`config.mk`:
```
export PLATFORM = sky130hd
export DESIGN_NAME = scancode_to_ascii_line_editor_core_flat
export DESIGN_NICKNAME = d
export VERILOG_FILES = /design/src/hw/rtl/sc2a_pkg.sv /design/src/hw/rtl/sc2a_if.sv /design/src/hw/rtl/sc2a_translate.sv /design/src/hw/rtl/scancode_to_ascii_line_editor_core.sv /design/src/flat_wrapper.sv
export SDC_FILE = /design/constraint.sdc
export NUM_CORES = 1
export LEC_CHECK = 0
export BUFFER_PORTS_ARGS = -buffer_cell sky130_fd_sc_hd__buf_2
export CORE_MARGIN = 5
export CORE_UTILIZATION = 50
export DETAILED_ROUTE_END_ITERATION = 8
export GPL_TIMING_DRIVEN = 0
export MAX_ROUTING_LAYER = met4
export PLACE_DENSITY = 0.68
export SLEW_MARGIN = 20
export SYNTH_ARGS = -nofsm -noshare
export SYNTH_HDL_FRONTEND = slang
export SYNTH_SLANG_ARGS = --single-unit
```
`constraint.sdc`:
```
create_clock -name i_clk -period 7.7 [get_ports i_clk]
set_input_delay 0.77 -clock i_clk [delete_from_list [all_inputs] [get_ports i_clk]]
set_output_delay 0.77 -clock i_clk [all_outputs]
set_load 0.01 [all_outputs]
```
`src/hw/rtl/sc2a_pkg.sv`:
```
`timescale 1ns / 1ps
// Shared types, scan code constants and character tables for the scan code line editor.
// No dependencies.
package sc2a_pkg;

    typedef enum logic [1:0] {
        EV_NONE  = 2'd0,
        EV_CHAR  = 2'd1,
        EV_NEWLN = 2'd2,
        EV_ERASE = 2'd3
    } t_event_kind;

    typedef struct packed {
        logic shift;
        logic caps;
    } t_mods;

    localparam logic [7:0] SC_BACKSPACE = 8'h0E;
    localparam logic [7:0] SC_TAB       = 8'h0F;
    localparam logic [7:0] SC_ENTER     = 8'h1C;
    localparam logic [7:0] SC_LSHIFT    = 8'h2A;
    localparam logic [7:0] SC_RSHIFT    = 8'h36;
    localparam logic [7:0] SC_CAPS      = 8'h3A;
    localparam logic [7:0] SC_LSHIFT_UP = 8'hAA;
    localparam logic [7:0] SC_RSHIFT_UP = 8'hB6;

    function automatic logic [6:0] keymap(input logic [6:0] code);
        logic [6:0] c;
        c = 7'h00;
        unique case (code)
            7'h01: c = 7'h1B;
            7'h02: c = 7'h31;
            7'h03: c = 7'h32;
            7'h04: c = 7'h33;
            7'h05: c = 7'h34;
            7'h06: c = 7'h35;
            7'h07: c = 7'h36;
            7'h08: c = 7'h37;
            7'h09: c = 7'h38;
            7'h0A: c = 7'h39;
            7'h0B: c = 7'h30;
            7'h0C: c = 7'h2D;
            7'h0D: c = 7'h3D;
            7'h0E: c = 7'h08;
            7'h0F: c = 7'h09;
            7'h10: c = 7'h71;
            7'h11: c = 7'h77;
            7'h12: c = 7'h65;
            7'h13: c = 7'h72;
            7'h14: c = 7'h74;
            7'h15: c = 7'h79;
            7'h16: c = 7'h75;
            7'h17: c = 7'h69;
            7'h18: c = 7'h6F;
            7'h19: c = 7'h70;
            7'h1A: c = 7'h5B;
            7'h1B: c = 7'h5D;
            7'h1C: c = 7'h0A;
            7'h1E: c = 7'h61;
            7'h1F: c = 7'h73;
            7'h20: c = 7'h64;
            7'h21: c = 7'h66;
            7'h22: c = 7'h67;
            7'h23: c = 7'h68;
            7'h24: c = 7'h6A;
            7'h25: c = 7'h6B;
            7'h26: c = 7'h6C;
            7'h27: c = 7'h3B;
            7'h28: c = 7'h27;
            7'h29: c = 7'h60;
            7'h2B: c = 7'h5C;
            7'h2C: c = 7'h7A;
            7'h2D: c = 7'h78;
            7'h2E: c = 7'h63;
            7'h2F: c = 7'h76;
            7'h30: c = 7'h62;
            7'h31: c = 7'h6E;
            7'h32: c = 7'h6D;
            7'h33: c = 7'h2C;
            7'h34: c = 7'h2E;
            7'h35: c = 7'h2F;
            7'h37: c = 7'h2A;
            7'h39: c = 7'h20;
            7'h4A: c = 7'h2D;
            7'h4E: c = 7'h2B;
            default: c = 7'h00;
        endcase
        return c;
    endfunction

    function automatic logic [6:0] shifted_symbol(input logic [6:0] c);
        logic [6:0] s;
        s = c;
        unique case (c)
            7'h60: s = 7'h7E;
            7'h31: s = 7'h21;
            7'h32: s = 7'h40;
            7'h33: s = 7'h23;
            7'h34: s = 7'h24;
            7'h35: s = 7'h25;
            7'h36: s = 7'h5E;
            7'h37: s = 7'h26;
            7'h38: s = 7'h2A;
            7'h39: s = 7'h28;
            7'h30: s = 7'h29;
            7'h2D: s = 7'h5F;
            7'h3D: s = 7'h2B;
            7'h5B: s = 7'h7B;
            7'h5D: s = 7'h7D;
            7'h5C: s = 7'h7C;
            7'h3B: s = 7'h3A;
            7'h27: s = 7'h22;
            7'h2C: s = 7'h3C;
            7'h2E: s = 7'h3E;
            7'h2F: s = 7'h3F;
            default: s = c;
        endcase
        return s;
    endfunction

    function automatic logic is_lower(input logic [6:0] c);
        return (c >= 7'h61) && (c <= 7'h7A);
    endfunction

    function automatic logic is_letter(input logic [6:0] c);
        return is_lower(c) || ((c >= 7'h41) && (c <= 7'h5A));
    endfunction

    function automatic logic [6:0] to_upper(input logic [6:0] c);
        return is_lower(c) ? (c - 7'd32) : c;
    endfunction

endpackage

```
`src/hw/rtl/sc2a_if.sv`:
```
`timescale 1ns / 1ps
// Valid/ready channels for scan code requests and editor events.
// Depends on sc2a_pkg.
interface sc2a_code_if;
    logic       valid;
    logic       ready;
    logic [7:0] scan_code;

    modport source (output valid, output scan_code, input ready);
    modport sink (input valid, input scan_code, output ready);
endinterface

interface sc2a_event_if;
    logic                     valid;
    logic                     ready;
    sc2a_pkg::t_event_kind    event_kind;
    logic [6:0]               ascii_char;

    modport source (output valid, output event_kind, output ascii_char, input ready);
    modport sink (input valid, input event_kind, input ascii_char, output ready);
endinterface

```
`src/hw/rtl/sc2a_translate.sv`:
```
`timescale 1ns / 1ps
// Set-1 make code to ASCII lookup with the shift and caps-lock rules applied.
// Depends on sc2a_pkg for the key table and symbol functions.
module sc2a_translate (
    input  logic [6:0]      i_code,
    input  sc2a_pkg::t_mods i_mods,
    output logic [6:0]      o_char
);

    logic [6:0] w_base;

    assign w_base = sc2a_pkg::keymap(i_code);

    always_comb begin
        priority if (i_mods.caps) begin
            o_char = i_mods.shift ? sc2a_pkg::shifted_symbol(w_base)
                                  : sc2a_pkg::to_upper(w_base);
        end else if (i_mods.shift) begin
            o_char = sc2a_pkg::is_letter(w_base) ? sc2a_pkg::to_upper(w_base)
                                                 : sc2a_pkg::shifted_symbol(w_base);
        end else begin
            o_char = w_base;
        end
    end

endmodule

```
`src/hw/rtl/scancode_to_ascii_line_editor_core.sv`:
```
`timescale 1ns / 1ps
// Scan code line editor top level: input register, key decode, result register.
// Depends on sc2a_pkg, sc2a_if and sc2a_translate.
//
// Usage:
//   i_code carries one raw set-1 scan code per request; bit 7 marks a release.
//   o_event returns exactly one event per request: nothing, a character,
//   a newline (line cleared) or an erase of the last character.
//   A request accepted into the input register is decoded there against the
//   shift, caps and line length state, and the event lands in the result
//   register, from which it can be taken.
//   One request per cycle unless o_event stalls; the key table lookup, the case
//   rules and the line length compare sit in one combinational stage.
//   When o_event stalls, the result register holds, the input register fills
//   behind it, and i_code.ready drops until the result is taken.
//   Reset (synchronous, active low) releases both shifts, clears caps lock,
//   empties the line and drops both valid flags.
//   LINE_MAX sets the longest line; characters beyond it are dropped.
module scancode_to_ascii_line_editor_core #(
    parameter int LINE_MAX = 255
) (
    input  logic                i_clk,
    input  logic                i_rst_n,
    sc2a_code_if.sink           i_code,
    sc2a_event_if.source        o_event
);

    localparam int                LEN_W   = $clog2(LINE_MAX + 1);
    localparam logic [LEN_W-1:0]  LEN_MAX = LEN_W'(LINE_MAX);

    logic                   r_s1_valid;
    logic [7:0]             r_s1_code;
    logic                   r_out_valid;
    sc2a_pkg::t_event_kind  r_out_kind;
    logic [6:0]             r_out_char;

    logic                   r_lshift;
    logic                   r_rshift;
    logic                   r_caps;
    logic [LEN_W-1:0]       r_len;

    logic                   n_lshift;
    logic                   n_rshift;
    logic                   n_caps;
    logic [LEN_W-1:0]       n_len;
    sc2a_pkg::t_event_kind  n_kind;
    logic [6:0]             n_char;

    logic                   w_s1_fire;
    logic                   w_in_fire;
    sc2a_pkg::t_mods        w_mods;
    logic [6:0]             w_char;

    assign w_s1_fire      = r_s1_valid && (!r_out_valid || o_event.ready);
    assign i_code.ready   = !r_s1_valid || w_s1_fire;
    assign w_in_fire      = i_code.valid && i_code.ready;

    assign w_mods.shift   = r_lshift || r_rshift;
    assign w_mods.caps    = r_caps;

    sc2a_translate u_translate (
        .i_code (r_s1_code[6:0]),
        .i_mods (w_mods),
        .o_char (w_char)
    );

    always_comb begin
        n_lshift = r_lshift;
        n_rshift = r_rshift;
        n_caps   = r_caps;
        n_len    = r_len;
        n_kind   = sc2a_pkg::EV_NONE;
        n_char   = 7'h00;
        unique case (r_s1_code)
            sc2a_pkg::SC_LSHIFT:    n_lshift = 1'b1;
            sc2a_pkg::SC_RSHIFT:    n_rshift = 1'b1;
            sc2a_pkg::SC_LSHIFT_UP: n_lshift = 1'b0;
            sc2a_pkg::SC_RSHIFT_UP: n_rshift = 1'b0;
            sc2a_pkg::SC_CAPS:      n_caps   = !r_caps;
            sc2a_pkg::SC_TAB: begin
            end
            sc2a_pkg::SC_ENTER: begin
                n_kind = sc2a_pkg::EV_NEWLN;
                n_len  = '0;
            end
            sc2a_pkg::SC_BACKSPACE: begin
                if (r_len != '0) begin
                    n_kind = sc2a_pkg::EV_ERASE;
                    n_len  = r_len - LEN_W'(1);
                end
            end
            default: begin
                if (!r_s1_code[7] && (w_char != 7'h00) && (r_len < LEN_MAX)) begin
                    n_kind = sc2a_pkg::EV_CHAR;
                    n_char = w_char;
                    n_len  = r_len + LEN_W'(1);
                end
            end
        endcase
    end

    always_ff @(posedge i_clk) begin
        if (!i_rst_n) begin
            r_s1_valid  <= 1'b0;
            r_out_valid <= 1'b0;
            r_lshift    <= 1'b0;
            r_rshift    <= 1'b0;
            r_caps      <= 1'b0;
            r_len       <= '0;
        end else begin
            if (w_in_fire) begin
                r_s1_valid <= 1'b1;
            end else if (w_s1_fire) begin
                r_s1_valid <= 1'b0;
            end
            if (w_s1_fire) begin
                r_out_valid <= 1'b1;
                r_lshift    <= n_lshift;
                r_rshift    <= n_rshift;
                r_caps      <= n_caps;
                r_len       <= n_len;
            end else if (o_event.ready) begin
                r_out_valid <= 1'b0;
            end
        end
    end

    always_ff @(posedge i_clk) begin
        if (w_in_fire) begin
            r_s1_code <= i_code.scan_code;
        end
        if (w_s1_fire) begin
            r_out_kind <= n_kind;
            r_out_char <= n_char;
        end
    end

    assign o_event.valid      = r_out_valid;
    assign o_event.event_kind = r_out_kind;
    assign o_event.ascii_char = r_out_char;

    a_len_bound: assert property (@(posedge i_clk) disable iff (!i_rst_n)
        r_len <= LEN_MAX)
        else $error("line length above limit");

    a_char_zero: assert property (@(posedge i_clk) disable iff (!i_rst_n)
        (r_out_valid && (r_out_kind != sc2a_pkg::EV_CHAR)) |-> (r_out_char == 7'h00))
        else $error("character set on a non-character event");

    a_erase_len: assert property (@(posedge i_clk) disable iff (!i_rst_n)
        (w_s1_fire && (n_kind == sc2a_pkg::EV_ERASE))
            |=> (r_len == $past(r_len) - LEN_W'(1)))
        else $error("erase did not shorten the line by one");

    a_newline_len: assert property (@(posedge i_clk) disable iff (!i_rst_n)
        (w_s1_fire && (n_kind == sc2a_pkg::EV_NEWLN)) |=> (r_len == '0))
        else $error("newline did not clear the line");

    a_char_len: assert property (@(posedge i_clk) disable iff (!i_rst_n)
        (w_s1_fire && (n_kind == sc2a_pkg::EV_CHAR))
            |=> (r_len == $past(r_len) + LEN_W'(1)))
        else $error("character did not extend the line by one");

endmodule

```
`src/flat_wrapper.sv`:
```
// flat-port wrapper written by rule: the top's interface ports become plain ports
module scancode_to_ascii_line_editor_core_flat 
#(
    parameter int LINE_MAX = 255
)
  (i_clk, i_rst_n, i_code_valid, i_code_scan_code, i_code_ready, o_event_valid, o_event_event_kind, o_event_ascii_char, o_event_ready);
  sc2a_code_if i_code_i ();
  sc2a_event_if o_event_i ();
  input  logic i_clk;
  input  logic i_rst_n;
  input wire logic [$bits(i_code_i.valid)-1:0] i_code_valid;
  input wire logic [$bits(i_code_i.scan_code)-1:0] i_code_scan_code;
  output wire logic [$bits(i_code_i.ready)-1:0] i_code_ready;
  output wire logic [$bits(o_event_i.valid)-1:0] o_event_valid;
  output wire logic [$bits(o_event_i.event_kind)-1:0] o_event_event_kind;
  output wire logic [$bits(o_event_i.ascii_char)-1:0] o_event_ascii_char;
  input wire logic [$bits(o_event_i.ready)-1:0] o_event_ready;
  assign i_code_i.valid = i_code_valid;
  assign i_code_i.scan_code = i_code_scan_code;
  assign i_code_ready = i_code_i.ready;
  assign o_event_valid = o_event_i.valid;
  assign o_event_event_kind = o_event_i.event_kind;
  assign o_event_ascii_char = o_event_i.ascii_char;
  assign o_event_i.ready = o_event_ready;
  scancode_to_ascii_line_editor_core #(.LINE_MAX(LINE_MAX)) u_core (.i_clk(i_clk), .i_rst_n(i_rst_n), .i_code(i_code_i), .o_event(o_event_i));
endmodule
```
==> flow_metrics.tcl <==
set metrics [dict create \
    outcome "finished clean" \
    worstSkewPairLatency_ns 0.29 \
    via_per_inst 6.27 \
    place.gp.congestion 0.901 \
    rows 30 \
    track_usage 0.206 \
    syn_to_final_growth_pct 9.39 \
    wl_mm 8.40 \
    final_cells 533 \
    drive_above_1_share 0.115 \
    worst-path-max-fanout 9 \
    power_density_nw_per_um2 158 \
    io_buffer_count 22 \
    cts_setup_buffers 0 \
    path_clk_slew_ns 0.08 \
    utilization 0.555 \
    min_period_ns 4.18 \
    finalSetupViolCount 0 \
    hold_viol_final 0 \
    grt_pass1_wl_mm 14.5 \
    slew_viol_final 0 \
    cp-start-kind "flip-flop" \
    rsz0062_at_grt "no" \
    firstDrtPassIters 4 \
    cp_data_arrival_time_ns 4.39 \
    tightest_slew_ns 0.811 \
    syn_inst 423 \
    n_antenna_cell 0 \
    clock_skew_ns 0.0114 \
    place.detailed.hpwl_mm 6.29 \
    cts_tree "yes" \
    dieArea_um2 8580 \
    cts_root_buffer "clkbuf_8" \
    synth_edf_count 17 \
    grt-ovfl-total 0 \
    required_ns 7.92 \
    die_width_um 92.6 \
    h-tree-depth 2 \
    wl_per_cell_um 15.8 \
    numCtsBuffers 5 \
    crit_type "flip-flop to flip-flop" \
    nets 483 \
    grt_max_degree 15 \
    vias 3342 \
    drc 0 \
    clockBufferDepth 2 \
    p_leak_nw 1.48 \
    start_util 0.508 \
    hold_buffers 0 \
    ys_async_sr_fraction 0 \
    tns_ns 0 \
    drv_cap 0 \
    endpoint_kind "flip-flop" \
    ir_worst_vdd_v 0.0000686 \
    grt_pass1_vias 3087 \
    synth_nets 454 \
    drtIter0Drc 220 \
    yosys_warnings 0 \
    antenna_found_initial 0 \
    total_power_mw 0.590 \
    hp-class "flip-flop to flip-flop" \
    ys_seq_area_frac 0.267 \
    ctsResizeCount 0 \
    coreArea_um2 6720 \
    relSlewSlack 0.444 \
    ys_ff_latch 37 \
    syn_area_per_cell_um2 8.07 \
    io_pins 23 \
    dp.cells 525 \
    whs_ns 0.495 \
    period_share 0.543 \
    ant_nets 0 \
    die_h_um 92.6 \
    clkSinkCount 37 \
    fmax_ghz 0.239 \
    synth_area_um2 3410 \
    yosys.cell_types.count 72 \
    synthFlopType "dfxtp_1" \
]
-- worst max-delay path, cell delays in order (launching register included) --
cell      delay (ns)
edfxtp_1        0.50
or3b_2          0.49
or4_1           0.49
or2_2           0.35
inv_1           0.28
ha_1            0.30
a21o_1          0.19
a21oi_1         0.21
nor2b_1         0.07
o21ai_0         0.20
a21oi_1         0.12
xnor2_1         0.30
a21oi_1         0.12
a2111o_1        0.41
o31ai_1         0.06
-- cell families (layout without fill, tap and decap cells) --
kind of cell               count (synthesis)  count (layout)  share of synthesized area
xor gates and xnor gates                   8               8                     0.0205
and+or+nand+nor                          168             168                      0.257
muxes                                     21              21                     0.0671
AOI/OAI and AO/OA                        126             126                      0.266
DFF                                       37              37                      0.267
buffers and inverters                     44              74                     0.0510
adders and majority gates                 19              19                     0.0719
-- path summary, 6_finish.rpt --
path                             startpoint                                 to  slack (ns)  cells past startpoint
max           u_core.r_s1_code[7]$_DFFE_PP_       u_core.r_len[7]$_SDFFE_PN0P_        3.52                     14
min          u_core.r_s1_valid$_SDFFE_PN0P_  u_core.o_event.valid$_SDFFE_PN0P_        0.49                      2
max reg2reg   u_core.r_s1_code[7]$_DFFE_PP_       u_core.r_len[7]$_SDFFE_PN0P_        3.52                     14
min reg2reg  u_core.r_s1_valid$_SDFFE_PN0P_  u_core.o_event.valid$_SDFFE_PN0P_        0.49                      2
-- cell usage in the layout (no fill, tap or decap), types with 5 or more instances in the layout --
cell      synthesis  final
clkbuf_1         25     25
buf_2             1     23
nor2_1           25     25
a31oi_1           7      7
edfxtp_1         17     17
a211oi_1          6      6
and2_1            5      5
o211ai_1          8      8
a21oi_1          32     32
inv_1            13     13
nor3b_1           6      6
or2_2             5      5
nand2b_1          8      8
xnor2_1           5      5
o21ai_0          19     19
clkbuf_8          0      5
nor2b_1           8      8
mux2i_1          15     15
dfxtp_1          20     20
nand4_1           8      8
ha_1             18     18
nor3_1           18     18
nand3_1          16     16
mux2_2            5      5
nand2_1          46     46
-- cell usage after synthesis, drive strengths merged (5+ instances only) --
cell    number  area (um^2)
nand2       46          173
a21oi       33          169
clkbuf      25         93.8
nor2        25         93.8
o21ai       21          109
dfxtp       20          400
ha          18          225
nor3        18         90.1
edfxtp      17          510
nand3       16         80.1
mux2i       15          150
inv         13         48.8
nand4        9         62.6
nand2b       8         50.1
nor2b        8         50.1
o211ai       8         60.1
a211oi       7         65.1
a31oi        7         43.8
nor3b        6         45.0
and2         5         31.3
buf          5         27.5
mux2         5         56.3
or2          5         31.3
xnor2        5         43.8
-- sequential cells by signal, summed over array words and instances, names as in the netlist --
name and cells:
u_core.o_event.ascii_char 7, u_core.o_event.event_kind 2, u_core.r_rshift 1, u_core.r_len 8
u_core.r_caps 1, u_core.r_lshift 1, u_core.o_event.valid 1, u_core.r_s1_valid 1
u_core.u_translate.w_base 7, u_core.r_s1_code 8
-- where the power goes --
part,internal [mW],switching [mW],leakage [nW],total (mW)
combinational,0.0715,0.123,1.11,0.195
clock,0.0954,0.0715,0.0518,0.167
sequential,0.218,0.00956,0.327,0.228
-- cell type report --
type,count,area [um^2]
Clock inverter,3,41.3
Fill cell,636,2990
Inverter,14,52.6
Sequential cell,37,911
Clock buffer,5,68.8
Tap cell,80,100
Timing Repair Buffer,22,110
Buffer,30,121
Multi-Input combinational cell,342,2330
-- metrics by stage --
| stage | setup slack [ns] | instance area, um^2 |
|---|---|---|
| finish | 3.52 | 3730 |
| global route | 3.22 | 3730 |
| CTS | 3.52 | 3730 |
| detailed placement | 3.55 | 3620 |
| global placement | 3.63 | 3620 |
| floorplan | 3.98 | 3410 |
-- routing by layer --
layer / track usage / up-vias / wire length, um
met4: 0.0668 / 0 / 174
li1: - / 1649 / -
met1: 0.272 / 1563 / 3820
met3: 0.0333 / 19 / 447
met5: - / - / 0
met2: 0.324 / 111 / 3950
Power figures use the tool's default switching activity.
